===== config.mk =====
export PLATFORM = sky130hd
export DESIGN_NAME = fvta_front
export DESIGN_NICKNAME = d
export VERILOG_FILES = /design/src/hdl/fvta_pkg.sv /design/src/hdl/fvta_front.sv
export SDC_FILE = /design/constraint.sdc
export NUM_CORES = 1
export LEC_CHECK = 0
export ABC_AREA = 1
export BUFFER_PORTS_ARGS = -buffer_cell sky130_fd_sc_hd__buf_2
export CAP_MARGIN = 30
export CORE_MARGIN = 3
export CORE_UTILIZATION = 45
export DETAILED_ROUTE_END_ITERATION = 10
export PLACE_DENSITY = 0.86
export SETUP_SLACK_MARGIN = 0.1
export SLEW_MARGIN = 20
export SYNTH_ARGS = -nofsm -noshare
export SYNTH_HDL_FRONTEND = slang
export SYNTH_SLANG_ARGS = --single-unit

===== constraint.sdc =====
create_clock -name clk -period 2.99 [get_ports clk]
set_input_delay 0.299 -clock clk [delete_from_list [all_inputs] [get_ports clk]]
set_output_delay 0.299 -clock clk [all_outputs]
set_load 0.01 [all_outputs]

===== src/hdl/fvta_pkg.sv =====
// Shared types and constants of the flow VLAN tag assigner.
`timescale 1ns / 1ps

package fvta_pkg;

    localparam int TAG_W   = 12;
    localparam int ENTRY_W = 12;
    localparam int COUNT_W = 32;
    localparam int MAP_W   = 64;
    localparam int KIND_W  = 2;

    typedef logic [KIND_W-1:0] kind_t;

    localparam kind_t KIND_IPV4  = 2'd0;
    localparam kind_t KIND_VLAN  = 2'd1;
    localparam kind_t KIND_OTHER = 2'd2;

    localparam logic [15:0] TYPE_IPV4 = 16'h0800;
    localparam logic [15:0] TYPE_VLAN = 16'h8100;

    localparam logic [TAG_W-1:0]   FIRST_TAG     = 12'h001;
    localparam logic [TAG_W-1:0]   LAST_TAG_MARK = 12'hFFF;
    localparam logic [COUNT_W-1:0] COUNT_MAX     = 32'hFFFF_FFFF;

    // One classified item between the front end and the table engine
    typedef struct packed {
        kind_t               kind;
        logic [ENTRY_W-1:0]  entry;
    } fvta_item_t;

endpackage


===== src/hdl/fvta_front.sv =====
// Front end: accepts descriptors, classifies the ethertype and reduces the flow index.
`timescale 1ns / 1ps

module fvta_front #(
    parameter int TABLE_ENTRIES = 4096
) (
    input  logic                clk,
    input  logic                rst_n,
    input  logic                enable,
    input  logic                desc_valid,
    output logic                desc_ready,
    input  logic [15:0]         frame_type,
    input  logic                flow_found,
    input  logic [15:0]         flow_index,
    output logic                push_valid,
    input  logic                push_ready,
    output fvta_pkg::fvta_item_t push_item
);
    import fvta_pkg::*;

    // Reciprocal of the table size; the estimate it gives is low by at most one
    localparam logic [31:0] RECIP = (TABLE_ENTRIES == 1) ? 32'hFFFF_FFFF
                                  : 32'(64'h1_0000_0000 / TABLE_ENTRIES);
    localparam logic [15:0] DIV   = 16'(TABLE_ENTRIES);

    logic        s1_valid_reg, s1_valid_next;
    kind_t       s1_kind_reg;
    logic [15:0] s1_x_reg;

    logic        s2_valid_reg, s2_valid_next;
    kind_t       s2_kind_reg;
    logic [15:0] s2_x_reg;
    logic [15:0] s2_q_reg;

    kind_t       kind_in;
    logic [47:0] prod;
    logic [15:0] rem_raw;
    logic [15:0] rem;
    logic        accept;
    logic        s1_move;
    logic        s2_move;

    always_comb
    begin
        case (frame_type)
            TYPE_IPV4: kind_in = KIND_IPV4;
            TYPE_VLAN: kind_in = KIND_VLAN;
            default:   kind_in = KIND_OTHER;
        endcase
    end

    assign s2_move    = s2_valid_reg && push_ready;
    assign s1_move    = s1_valid_reg && (!s2_valid_reg || s2_move);
    assign desc_ready = enable && (!s1_valid_reg || s1_move);
    assign accept     = desc_valid && desc_ready;

    assign prod    = 48'(s1_x_reg) * 48'(RECIP);
    assign rem_raw = s2_x_reg - 16'(32'(s2_q_reg) * 32'(DIV));
    assign rem     = (rem_raw >= DIV) ? (rem_raw - DIV) : rem_raw;

    assign push_valid      = s2_valid_reg;
    assign push_item.kind  = s2_kind_reg;
    assign push_item.entry = (s2_kind_reg == KIND_IPV4) ? rem[ENTRY_W-1:0] : '0;

    always_comb
    begin
        s1_valid_next = s1_valid_reg;
        if (accept)
            s1_valid_next = 1'b1;
        else if (s1_move)
            s1_valid_next = 1'b0;
        s2_valid_next = s2_valid_reg;
        if (s1_move)
            s2_valid_next = 1'b1;
        else if (s2_move)
            s2_valid_next = 1'b0;
    end

    always_ff @(posedge clk or negedge rst_n)
    begin
        if (!rst_n)
        begin
            s1_valid_reg <= 1'b0;
            s2_valid_reg <= 1'b0;
        end
        else
        begin
            s1_valid_reg <= s1_valid_next;
            s2_valid_reg <= s2_valid_next;
        end
    end

    always_ff @(posedge clk)
    begin
        if (accept)
        begin
            s1_kind_reg <= kind_in;
            // no flow found: use entry 0
            s1_x_reg    <= flow_found ? flow_index : 16'd0;
        end
        if (s1_move)
        begin
            s2_kind_reg <= s1_kind_reg;
            s2_x_reg    <= s1_x_reg;
            s2_q_reg    <= prod[47:32];
        end
    end

endmodule


==> flow_summary.ini <==
[floorplan]
num_rows = 18
design.die.area_um2 = 3550
die_h_um = 59.5
initial_core_util = 0.498
die_w_um = 59.5
ios = 54
core_um2 = 2590

[routing]
wl_met3_um = 178
drt-pass1-iter-count = 4
wire_per_inst_um = 8.67
drtIter0Drc = 12
drc_errors = 0
ant_nets = 0
vias = 848
wl_met1_um = 726
dr_wl_met2_um = 898
top_layer_used = met4
wl_um = 1820
viasPerCell = 4.04

[placed_design]
place_congestion = 0.684
dp_cells = 201
dp_hpwl_um = 1530
io_buffers = 49

[synth]
yosysUniqueCellTypes = 14
avgSynthCellArea_um2 = 10.5
synth-simple-area-share = 0.184
yosysWarnings = 0
ys_seq_area_frac = 0.691
synth-seq-cells = 30
netlist_instances = 123
syn-cell-area_um2 = 1290
synthesis.nets = 161
synth_top_family_by_area = simple AND/OR/NAND/NOR gates
synth_compound_area_frac = 0.00776
synth.area.mux_share = 0
synth_xor_xnor_area_share = 0
synth_fa_ha_area_frac = 0

[timing]
worst_pin_slew_ps = 417
timing.fmax_ghz = 0.635
whs_ps = 238
fin_setup_tns_ps = 0
setup_viol = 0
rsz0062_at_grt = no
skew_ps = 6.99
slew_viol_final = 0
hold_viol = 0
min_period_ps = 1580
max_slew_margin = 0.721
period_share = 0.527

[clocking]
clock_latency_ps = 310
cts_resized = 0
cts_buffers = 5
h-tree-depth = 2
cts_tree = yes
clkSlewWorstSetupHoldPaths_ps = 80
postCtsSetupRepairBufs = 0
clock_sinks = 30
cts_buffer_depth = 2
cts_root_buf = clkbuf_4

[global_routing]
grt_pass1_vias = 708
grt_max_degree = 15
grt_pass1_wl_um = 2780
antenna_found_initial = 0
grt_overflow = 0
grt.total_usage = 0.116

[min_path]
min_path_cells = 3
timing.hold.worst_endpoint = s1_x_reg[2]
hp-start = flow_index[2]
hold_path_class = in -> reg

[cells_and_area]
multiInputGateArea_um2 = 248
layout-drive-gt1-share = 0.372
seq_area_um2 = 891
final_common_cell = buf_2
post-route-util = 0.628
fin_nets = 218
final_cell_mix = buf_2 (49), inv_1 (36), nand2_1 (28), edfxtp_1 (28), nor2_1 (12)
n_antenna_cell = 0
fillers = 215
area_delta_synth_final_pct = 26.1
finalNonFillerCells = 210

[power]
vdd_drop_max_mv = 0.377
powerDensity_nw_per_um2 = 479
power.leakage_nw = 0.866
finalPower_mw = 0.779

[critical_path]
end_kind = output pin
r2r_cells = 4
rr_startpoint = push_valid
reg2reg_to = s1_x_reg[7]
start_kind = register
cp.required_ps = 2690
worst-r2r-setup-slack_ps = 1510
crit_fanout = 12
crit_arrival_ps = 1280
crit_type = reg -> out

[job]
maxCapViolCount = 0

[status]
outcome = finished clean
[cells in the mapped netlist]
cell | count | area (um^2)
dfrtp_1 | 2 | 50.1
nor2_1 | 12 | 45.0
nor2_2 | 9 | 56.3
a21oi_1 | 1 | 5.00
nor2_4 | 1 | 11.3
buf_2 | 1 | 5.00
nand3_1 | 1 | 5.00
nand2_1 | 28 | 105
or2_4 | 1 | 8.76
buf_6 | 1 | 11.3
o21ai_0 | 1 | 5.00
inv_1 | 36 | 135
nor2b_1 | 1 | 6.26
edfxtp_1 | 28 | 841
[critical path, cell delays in order, from the launching register on]
cell	delay, ps
edfxtp_1	390
or2_4	340
nor2_1	100
buf_2	130
[metrics by stage]
step	instance area, um^2	setup WS [ps]
2_1_floorplan	1290	1390
3_3_place_gp	1560	1310
3_5_place_dp	1560	1260
4_1_cts	1620	1260
5_1_grt	1630	1320
6_report	1630	1410
[power by group]
part	internal (mW)	switching [mW]	total, mW
sequential	0.486	0.00720	0.493
combinational	0.0379	0.0478	0.0858
clock	0.0883	0.112	0.200
total	0.612	0.167	0.779
[per-layer routing]
metal | global-route usage | up-vias
met5 | 0 | -
li1 | - | 475
met3 | 0.0479 | 2
met2 | 0.183 | 36
met1 | 0.115 | 335
met4 | 0.104 | 0
[worst max-delay path by stage]
| stage | start | end | depth (start not counted) |
|---|---|---|---|
| 2_1_floorplan | push_valid | s1_kind_reg[0] | 3 |
| 3_3_place_gp | push_ready | s1_x_reg[10] | 5 |
| 3_5_place_dp | push_ready | s1_x_reg[3] | 5 |
| 4_1_cts | push_valid | s1_x_reg[7] | 3 |
| 5_1_grt | s2_kind_reg[1] | push_item[0] | 3 |
| 6_report | s2_kind_reg[1] | push_item[0] | 3 |
[area by class of cell]
| cell class | instances | area share |
|---|---|---|
| Clock buffer | 7 | 0.0277 |
| Inverter | 36 | 0.0831 |
| Sequential cell | 30 | 0.548 |
| Multi-Input combinational cell | 55 | 0.152 |
| Timing Repair Buffer | 52 | 0.166 |
| Tap cell | 30 | 0.0231 |
[what timing repair did]
action                     4_1_cts  5_1_grt
setup endpoints to repair        0        0
hold buffers                     1        0
hold endpoints to repair         2        0
[cells by family after synthesis]
| kind of cell | Yosys count |
|---|---|
| and+or+nand+nor | 53 |
| DFF | 30 |
| AOI/OAI and AO/OA | 2 |
| buffers and inverters | 38 |
Power figures use the tool's default switching activity.
