==> config.mk <==
export PLATFORM = sky130hd
export DESIGN_NAME = fvta_queue
export DESIGN_NICKNAME = d
export VERILOG_FILES = /design/src/hdl/fvta_pkg.sv /design/src/hdl/fvta_queue.sv
export SDC_FILE = /design/constraint.sdc
export NUM_CORES = 1
export LEC_CHECK = 0
export BUFFER_PORTS_ARGS = -buffer_cell sky130_fd_sc_hd__clkbuf_2
export CAP_MARGIN = 20
export CORE_MARGIN = 1.5
export CORE_UTILIZATION = 40
export DETAILED_ROUTE_END_ITERATION = 6
export PLACE_DENSITY = 0.69
export SYNTH_ARGS = -nofsm -noshare
export SYNTH_HDL_FRONTEND = slang
export SYNTH_SLANG_ARGS = --single-unit
export TNS_END_PERCENT = 50
==> constraint.sdc <==
create_clock -name clk -period 4 [get_ports clk]
set_clock_uncertainty 0.1 [all_clocks]
set_input_delay 0.2 -clock clk [delete_from_list [all_inputs] [get_ports clk]]
set_output_delay 0.2 -clock clk [all_outputs]
set_load 0.02 [all_outputs]
==> src/hdl/fvta_pkg.sv <==
// Shared types and constants of the flow VLAN tag assigner.
`timescale 1ns / 1ps

package fvta_pkg;

    localparam int TAG_W   = 12;
    localparam int ENTRY_W = 12;
    localparam int COUNT_W = 32;
    localparam int MAP_W   = 64;
    localparam int KIND_W  = 2;

    typedef logic [KIND_W-1:0] kind_t;

    localparam kind_t KIND_IPV4  = 2'd0;
    localparam kind_t KIND_VLAN  = 2'd1;
    localparam kind_t KIND_OTHER = 2'd2;

    localparam logic [15:0] TYPE_IPV4 = 16'h0800;
    localparam logic [15:0] TYPE_VLAN = 16'h8100;

    localparam logic [TAG_W-1:0]   FIRST_TAG     = 12'h001;
    localparam logic [TAG_W-1:0]   LAST_TAG_MARK = 12'hFFF;
    localparam logic [COUNT_W-1:0] COUNT_MAX     = 32'hFFFF_FFFF;

    // One classified item between the front end and the table engine
    typedef struct packed {
        kind_t               kind;
        logic [ENTRY_W-1:0]  entry;
    } fvta_item_t;

endpackage

==> src/hdl/fvta_queue.sv <==
// Two-entry queue between the front end and the table engine.
`timescale 1ns / 1ps

module fvta_queue (
    input  logic                 clk,
    input  logic                 rst_n,
    input  logic                 push_valid,
    output logic                 push_ready,
    input  fvta_pkg::fvta_item_t push_item,
    output logic                 pop_valid,
    input  logic                 pop_ready,
    output fvta_pkg::fvta_item_t pop_item
);
    import fvta_pkg::*;

    fvta_item_t slot_reg [0:1];
    logic       wr_ptr_reg, rd_ptr_reg;
    logic [1:0] count_reg, count_next;
    logic       do_push, do_pop;

    assign push_ready = (count_reg != 2'd2);
    assign pop_valid  = (count_reg != 2'd0);
    assign pop_item   = slot_reg[rd_ptr_reg];
    assign do_push    = push_valid && push_ready;
    assign do_pop     = pop_valid && pop_ready;

    always_comb
    begin
        count_next = count_reg;
        if (do_push && !do_pop)
            count_next = count_reg + 2'd1;
        else if (do_pop && !do_push)
            count_next = count_reg - 2'd1;
    end

    always_ff @(posedge clk or negedge rst_n)
    begin
        if (!rst_n)
        begin
            wr_ptr_reg <= 1'b0;
            rd_ptr_reg <= 1'b0;
            count_reg  <= 2'd0;
        end
        else
        begin
            count_reg <= count_next;
            if (do_push)
                wr_ptr_reg <= !wr_ptr_reg;
            if (do_pop)
                rd_ptr_reg <= !rd_ptr_reg;
        end
    end

    always_ff @(posedge clk)
    begin
        if (do_push)
            slot_reg[wr_ptr_reg] <= push_item;
    end

endmodule

==> results of run 1 <==
[final cells by class]
| cell class | instances | share of cell area [%] |
|---|---|---|
| well taps | 44 | 3.25 |
| clock inverters | 2 | 2.07 |
| inverters | 1 | 0.222 |
| clock buffers | 6 | 2.44 |
| flip-flops and latches | 32 | 55.6 |
| repair buffers | 49 | 19.1 |
| multi-input cells | 27 | 17.4 |
[per-stage QoR]
| stage | utilization, % | total power (uW) | instance area (um^2) | setup slack (ns) |
|---|---|---|---|---|
| after floorplan | - | 865 | 1270 | 2.22 |
| final | 55.9 | 1180 | 1690 | 1.95 |
| after CTS | 55.9 | 1200 | 1690 | 1.90 |
| after global routing | 55.9 | 1250 | 1690 | 1.86 |
| after detailed placement | 48.4 | 954 | 1470 | 2.28 |
| after global placement | 48.4 | 944 | 1470 | 2.29 |
[Yosys cell counts]
cell type,number
nand2_2,1
or2_4,1
mux2_4,9
mux2_2,5
nor2_1,2
nand2_1,1
ha_1,1
and3_1,1
nand2b_4,1
buf_12,1
xnor2_1,3
dfrtp_1,4
inv_1,1
xor2_1,2
edfxtp_1,28
buf_6,1
[power groups by stage]
stage          sequential, uW  combinational [uW]  clock, uW
2_1_floorplan             497                 367          0
3_3_place_gp              536                 408          0
3_5_place_dp              541                 413          0
4_1_cts                   534                 426        242
5_1_grt                   541                 450        255
6_report                  531                 420        232
[how the worst min path moves through the flow]
stage                                          end
after floorplan           count_reg[0]$_DFFE_PN0P_
after global placement    count_reg[1]$_DFFE_PN0P_
after detailed placement  count_reg[0]$_DFFE_PN0P_
after CTS                   rd_ptr_reg$_DFFE_PN0P_
after global routing        rd_ptr_reg$_DFFE_PN0P_
final                       rd_ptr_reg$_DFFE_PN0P_
[what timing repair did]
action / CTS / global route
buffers inserted: 0 / 0
hold buffers: 15 / 0
endpoints found under the hold margin: 32 / 0
[cell families after synthesis]
group | Yosys count | share of synthesized area [%]
flops | 32 | 74.1
mux | 14 | 15.1
simple gates | 7 | 3.65
fa+ha+maj | 1 | 0.985
buf+inv | 3 | 2.76
xor+xnor | 5 | 3.45
[routing by layer]
metal / wire length [um] / global-route usage, % / vias up
li1: - / - / 334
met2: 1010 / 19.9 / 22
met3: 94 / 4.59 / 2
met1: 795 / 13.3 / 331
met4: 7 / 6.82 / 0
met5: 0 / 0 / -
[critical path, cell delays in order, from the launching register on]
cell      delay (ns)
dfrtp_1         0.87
mux2_2          0.41
clkbuf_2        0.15
==> run_results.csv, run 1 <==
group,metric,value,unit
worst_setup_path,startpoint,"rd_ptr_reg$_DFFE_PN0P_",
routing,drt.antenna.violating_nets,0,
timing,whs,0.0260,ns
clock_tree,cts_resized,0,
worst_setup_path,reg2reg_slack,2.39,ns
status,status,"completed",
timing,tightestPinTransition,0.792,ns
cells_and_area,drive_gt1_share,49.6,%
cells_and_area,largest_register_ffs,28,
synth,ys_warn_count,0,
die,initial_utilization,41.9,%
synth,synth_area_leaders,"edfxtp_1 66%, mux2_4 11%, dfrtp_1 7.9%",
routing,routed_wirelength,1910,um
worst_setup_path,r2r-start,"count_reg[0]$_DFFE_PN0P_",
clock_tree,clk_pin_slew,0.10,ns
cells_and_area,final_cell_mix,"33 x clkbuf_2, 28 x edfxtp_1, 15 x dlygate4sd3_1, 9 x mux2_4",
timing,slew_violations,0,
timing,period_share,51.3,%
synth,ys_seq_elements,32,
timing,clock.fmax,487,MHz
place,gp_congestion,0.643,
worst_setup_path,required,3.70,ns
routing,wl_per_cell,11.9,um
place,port_buffers,33,
routing,routed_via_density,4.28,
clock_tree,cts_root_buffer,"clkbuf_4",
clock_tree,cts.sinks,32,
global_route,antenna_found_initial,0,
global_route,grt_pass1_wl,2930,um
timing,finalSetupTns,0,ns
clock_tree,clock_latency,0.32,ns
power_and_ir_drop,ir_drop,519,uV
cells_and_area,syn_to_final_growth,33.3,%
die,die-area,3520,um^2
cells_and_area,diodes,0,
timing,setup_viol,0,
hold_path,min-delay-start,"pop_ready",
hold_path,min_path_cells,3,
worst_setup_path,endpoint,"pop_item[11]",
global_route,grt-ovfl-total,0,
die,die_height,59.3,um
timing,slew_headroom,47.2,%
cells_and_area,finalNonFillerCells,161,
timing,rsz0062_at_grt,"no",
timing,hold_viol,0,
die,core_area,3030,um^2
cells_and_area,fin_nets,135,
power_and_ir_drop,power_switching,382,uW
timing,min_period,2.05,ns
power_and_ir_drop,seqPwrFrac,44.9,%
power_and_ir_drop,p_leak,0.000705,uW
worst_setup_path,r2r_end,"slot_reg[1][9]$_DFFE_PP_",
synth,yosysUniqueCellTypes,16,
clock_tree,cts_buffers,5,
die,die_w,59.3,um
synth,syn_inst,62,
routing,drc_errors,0,
cells_and_area,multi_input_area,294,um^2
routing,vias,689,
worst_setup_path,cp_max_fo,15,
hold_path,min_path_type,"input port to register",
synth,ys_seq_area_share,74.1,%
power_and_ir_drop,power_density,699,nW/um^2
synth,synth.avg_cell_area,20.5,um^2
cells_and_area,final_common_cell,"clkbuf_2",
synth,synthDominantCellAreaShare,66.2,%
power_and_ir_drop,switching_share,32.3,%
global_route,track_usage,12.1,%
power_and_ir_drop,power_frac_comb,35.5,%
synth,syn_area,1270,um^2
cells_and_area,register_area,941,um^2
place,dp_hpwl,1230,um
synth,synth_largest_area_cell,"edfxtp_1",
global_route,grt_pass1_vias,703,
synth,synth_fp_nets,81,
power_and_ir_drop,p_clk_share,19.6,%
worst_setup_path,crit_type,"register to primary output",
place,dp_cells,138,
global_route,grt_max_degree,16,
clock_tree,cts_tree,"yes",
flow_run,drv_cap,0,
worst_setup_path,rr_worst_depth,2,
clock_tree,cts.path.max_buffers,2,
routing,drt_pass1_iterations,4,
worst_setup_path,critPathArrivalTime,1.75,ns
clock_tree,cts_max_level,2,
routing,drt_iter0_markers,14,
die,ios,34,
cells_and_area,fillerInstances,236,
worst_setup_path,start_kind,"register",
die,fp-row-count,20,
power_and_ir_drop,p_int,802,uW
worst_setup_path,cp-end-kind,"primary output",
No activity file was read; power rests on OpenSTA's default activity.
==> run 2: changes to the inputs <==
- PLACE_DENSITY: 0.69 -> 0.72
- clock period: 4 -> 1.7 ns (I/O delays scaled with it)
==> run 2 against run 1 <==
Net effect:
- cell area grew 2.7%
- worst hold slack gained 0.36 ns
- wire length grew 8.3%
- critical endpoint is now count_reg[1]$_DFFE_PN0P_
- flip-flop and latch count is the same
- die area is the same
- non-clock buffer count grew 8
- critical path depth grew 5
- clock-buffer cell count grew 1
- via count grew 4.9%
- critical path type is now register to register
==> run_results.csv, run 2 (synthesis results as in run 1) <==
group,metric,value,unit
clock_tree,clock_latency,0.32,ns
clock_tree,post_cts_buffers,0,
cells_and_area,final_cell_mix,"33 x clkbuf_2, 28 x edfxtp_1, 18 x dlygate4sd3_1, 9 x mux2_4, 6 x buf_4",
die,die_w,59.3,um
power_and_ir_drop,p_clk_share,14.5,%
cells_and_area,fin_nets,143,
power_and_ir_drop,ir_drop,753,uV
worst_setup_path,required,1.85,ns
worst_setup_path,cp-end-kind,"register",
timing,min_period,1.58,ns
clock_tree,cts_max_level,2,
cells_and_area,syn_to_final_growth,36.8,%
worst_setup_path,cp_max_fo,4,
power_and_ir_drop,seqPwrFrac,43.3,%
power_and_ir_drop,power_density,1560,nW/um^2
power_and_ir_drop,p_total,2720,uW
global_route,grt_pass1_vias,718,
clock_tree,cts_tree,"yes",
die,initial_utilization,41.9,%
worst_setup_path,start_kind,"register",
timing,hold_viol,0,
clock_tree,cts_root_buffer,"clkbuf_4",
timing,slew_headroom,86.3,%
worst_setup_path,crit_type,"register to register",
global_route,grt-ovfl-total,0,
global_route,track_usage,13.5,%
place,dp_hpwl,1380,um
timing,setup_viol,0,
routing,drc_errors,0,
cells_and_area,diodes,0,
routing,drt.antenna.violating_nets,0,
clock_tree,cts.path.max_buffers,2,
global_route,grt_max_degree,11,
die,die-area,3520,um^2
timing,period_share,93.2,%
clock_tree,cts.sinks,32,
routing,drt_pass1_iterations,2,
power_and_ir_drop,power_switching,915,uW
timing,tightestPinTransition,0.205,ns
flow_run,drv_cap,0,
power_and_ir_drop,power_frac_comb,42.2,%
routing,vias,723,
die,ios,34,
hold_path,min_path_type,"input port to register",
place,place_area,1510,um^2
power_and_ir_drop,switching_share,33.7,%
routing,wl_per_cell,12.2,um
global_route,antenna_found_initial,0,
die,die_height,59.3,um
routing,routed_wirelength,2070,um
worst_setup_path,reg2reg_slack,0.12,ns
power_and_ir_drop,p_leak,0.000728,uW
cells_and_area,fin_area,1740,um^2
place,gp_congestion,0.644,
clock_tree,cts_buffers,5,
timing,finalSetupTns,0,ns
power_and_ir_drop,p_int,1800,uW
timing,slew_violations,0,
cells_and_area,postLayoutCoreUtil,57.4,%
cells_and_area,drive_gt1_share,51.2,%
routing,drt_iter0_markers,3,
die,fp-row-count,20,
die,core_area,3030,um^2
place,port_buffers,33,
cells_and_area,largest_register_ffs,28,
global_route,grt_pass1_wl,3190,um
clock_tree,clk_pin_slew,0.09,ns
status,status,"completed",
timing,rsz0062_at_grt,"no",
cells_and_area,final_common_cell,"clkbuf_2",
cells_and_area,fillerInstances,253,
routing,routed_via_density,4.28,
worst_setup_path,critPathArrivalTime,1.73,ns
timing,clock.fmax,631,MHz
## run 2: path summary, 6_finish.rpt
check / cells past startpoint / endpoint / startpoint
min: 2 / slot_reg[1][10]$_DFFE_PP_ / push_item[10]
max: 7 / count_reg[1]$_DFFE_PN0P_ / count_reg[0]$_DFFE_PN0P_
min reg2reg: 1 / count_reg[0]$_DFFE_PN0P_ / count_reg[0]$_DFFE_PN0P_
max reg2reg: 7 / count_reg[1]$_DFFE_PN0P_ / count_reg[0]$_DFFE_PN0P_
min in group asynchronous: 3 / count_reg[1]$_DFFE_PN0P_ / rst_n
max in group asynchronous: 3 / count_reg[0]$_DFFE_PN0P_ / rst_n
## run 2: layout make-up
type | instances | area, um^2 | area share, %
clock buffers | 7 | 45.0 | 2.59
flip-flops and latches | 32 | 942 | 54.2
clock inverters | 1 | 5.00 | 0.288
multi-input cells | 27 | 297 | 17.1
inverters | 1 | 3.75 | 0.216
well taps | 44 | 55.1 | 3.17
repair buffers | 57 | 390 | 22.5
## run 2: timing repair
item                                    4_1_cts  5_1_grt
endpoints found under the setup margin        0        1
hold endpoints to repair                     34        0
hold buffers                                 18        0
gates resized for setup                       0        1
## run 2: power groups by stage
stage | registers [uW] | clock network [uW] | logic (uW)
after global placement | 1180 | 0 | 1110
after global routing | 1200 | 452 | 1230
after floorplan | 1170 | 0 | 868
final | 1180 | 395 | 1150
after CTS | 1180 | 418 | 1170
after detailed placement | 1190 | 0 | 1130
## run 2: per-layer routing
metal	vias to the layer above	GRT usage, %	share of wire, %
li1	357	-	-
met4	0	7.79	2.3
met5	-	0	0
met1	334	14.1	42
met2	26	21.5	49
met3	6	7.42	7.1
## run 2: stage by stage
| stage | instances | hold slack, ns | setup slack, ns |
|---|---|---|---|
| floorplan | 62 | -0.311 | 0.142 |
| global placement | 143 | -0.206 | 0.223 |
| detailed placement | 143 | -0.199 | 0.0945 |
| CTS | 169 | 0.364 | 0.0985 |
| global route | 169 | 0.370 | 0.0116 |
| finish | 169 | 0.384 | 0.116 |
## run 2: worst max-delay path: stages (launching register included)
cell and delay [ns]:
dfrtp_2 0.44, nand2b_4 0.15, nand2_1 0.13, inv_1 0.06, ha_1 0.21, xor2_1 0.15
nor2_1 0.11, xor2_1 0.17
==> run 3: changes to the inputs <==
- CORE_ASPECT_RATIO: unset -> 0.75
==> run 3 against run 2 <==
Net effect:
- clock-buffer cell count fell by 1
- global-route usage fell by 0.61 points
- final cell count fell by 5.9%
- total power rose by 6.2%
- sequential share of layout area fell by 0.46 points
- via count fell by 1.2%
- flip-flop and latch count did not move
- cell area rose by 0.72%
- critical endpoint is now pop_item[10]
==> run_results.csv, run 3 (synthesis results as in run 1) <==
group,metric,value,unit
flow_run,drv_cap,0,
timing,period_share,94.5,%
power_and_ir_drop,p_leak,0.000736,uW
worst_setup_path,crit_family,"flip-flops",
routing,drt_iter0_markers,20,
routing,routed_via_density,4.49,
status,status,"completed",
die,die_w,68.1,um
clock_tree,cts_buffers,5,
timing,setup_viol,0,
power_and_ir_drop,power_density,1650,nW/um^2
timing,hold_viol,0,
routing,drt.antenna.violating_nets,0,
power_and_ir_drop,switching_share,31.9,%
global_route,grt_pass1_vias,717,
clock_tree,cts.sinks,32,
worst_setup_path,cp_slowest_cell,"dfrtp_1",
worst_setup_path,critPathBufInv,2,
worst_setup_path,cp-end-kind,"primary output",
die,die-area,3530,um^2
clock_tree,post_cts_buffers,0,
die,ios,34,
place,preCtsSetupSlack,0.126,ns
routing,drc_errors,0,
hold_path,min_path_type,"input port to register",
timing,clock.fmax,623,MHz
die,fp-row-count,17,
power_and_ir_drop,seqPwrFrac,41.3,%
global_route,antenna_found_initial,0,
place,place_area,1500,um^2
timing,rsz0062_at_grt,"no",
worst_setup_path,required,1.51,ns
cells_and_area,largest_register_ffs,28,
worst_setup_path,critPathArrivalTime,1.42,ns
place,dp_hpwl,1340,um
cells_and_area,drive_gt1_share,51.2,%
die,initial_utilization,42.6,%
worst_setup_path,cp_max_fo,12,
global_route,grt-ovfl-total,0,
worst_setup_path,start_kind,"register",
cells_and_area,fin_nets,140,
global_route,grt_max_degree,13,
timing,slew_violations,0,
power_and_ir_drop,power_switching,920,uW
cells_and_area,final_cell_mix,"33 x clkbuf_2, 28 x edfxtp_1, 16 x dlygate4sd3_1, 9 x mux2_4, 6 x clkbuf_8",
timing,finalSetupTns,0,ns
clock_tree,cts_resized,0,
power_and_ir_drop,p_clk_share,19.1,%
clock_tree,cts.path.max_buffers,2,
worst_setup_path,crit_type,"register to primary output",
timing,tightestPinTransition,0.216,ns
timing,slew_headroom,85.6,%
clock_tree,clk_pin_slew,0.06,ns
clock_tree,cts_root_buffer,"clkbuf_8",
worst_setup_path,crit_chain,"buf_12 -> mux2_2 -> clkbuf_2",
global_route,track_usage,12.9,%
clock_tree,cts_tree,"yes",
worst_setup_path,max_stage_delay,0.45,ns
power_and_ir_drop,power_frac_comb,39.6,%
routing,vias,714,
power_and_ir_drop,ir_drop,982,uV
power_and_ir_drop,p_int,1970,uW
routing,wl_per_cell,12.0,um
cells_and_area,final_common_cell,"clkbuf_2",
place,port_buffers,33,
clock_tree,cts_max_level,2,
die,die_height,51.8,um
die,core_area,2980,um^2
timing,min_period,1.61,ns
routing,routed_wirelength,1910,um
global_route,grt_pass1_wl,3130,um
place,gp_congestion,0.627,
timing,setup_ws,0.0941,ns
cells_and_area,fin_area,1750,um^2
timing,whs,0.0549,ns
clock_tree,clock_latency,0.27,ns
cells_and_area,diodes,0,
routing,drt_pass1_iterations,2,
cells_and_area,syn_to_final_growth,37.8,%
[run 3: metal layers]
layer | part of all wire [%] | global-route usage (%) | up-vias
li1 | - | - | 349
met1 | 45 | 15.1 | 337
met2 | 47 | 20.4 | 24
met3 | 6.1 | 5.19 | 4
met4 | 1.6 | 7.00 | 0
met5 | 0 | 0 | -
[run 3: worst paths after layout]
| path | end | cells past startpoint | start | slack (ns) |
|---|---|---|---|---|
| setup reg to reg | count_reg[1]$_DFFE_PN0P_ | 7 | count_reg[0]$_DFFE_PN0P_ | 0.13 |
| setup / recovery | pop_item[10] | 3 | rd_ptr_reg$_DFFE_PN0P_ | 0.09 |
| hold reg to reg | wr_ptr_reg$_DFFE_PN0P_ | 1 | wr_ptr_reg$_DFFE_PN0P_ | 0.44 |
| hold / removal | wr_ptr_reg$_DFFE_PN0P_ | 3 | push_valid | 0.05 |
| max in group asynchronous | count_reg[1]$_DFFE_PN0P_ | 2 | rst_n | 1.31 |
| min in group asynchronous | rd_ptr_reg$_DFFE_PN0P_ | 2 | rst_n | 0.06 |
[run 3: power by group through the flow]
stage | sequential, uW | combinational, uW | clock (uW)
floorplan | 1170 | 868 | 0
global placement | 1200 | 1120 | 0
detailed placement | 1210 | 1130 | 0
CTS | 1190 | 1160 | 571
global route | 1210 | 1230 | 610
finish | 1190 | 1140 | 551
[run 3: timing repair]
| action | CTS | global route |
|---|---|---|
| endpoints found under the hold margin | 33 | 0 |
| hold buffers | 16 | 0 |
| setup endpoints to repair | 0 | 0 |
[run 3: cell type report]
type / count / area [um^2]
clock buffers: 6 / 82.6
clock inverters: 1 / 3.75
fillers: 258 / 1230
inverters: 1 / 3.75
multi-input cells: 27 / 297
flip-flops and latches: 32 / 941
well taps: 38 / 47.5
repair buffers: 54 / 375
[run 3: metrics by stage]
step           power, uW  instances  util, %
3_3_place_gp        2320        136     50.5
5_1_grt             3060        159     58.8
6_report            2890        159     58.8
3_5_place_dp        2340        136     50.5
4_1_cts             2930        159     58.8
2_1_floorplan       2040         62        -
[run 3: worst reg2reg max path, delay by kind of cell, from the launching register on]
kind | cells | cell delay, ns
simple gates | 3 | 0.42
flops | 1 | 0.42
xor+xnor | 2 | 0.29
fa+ha+maj | 1 | 0.20
buf+inv | 1 | 0.06
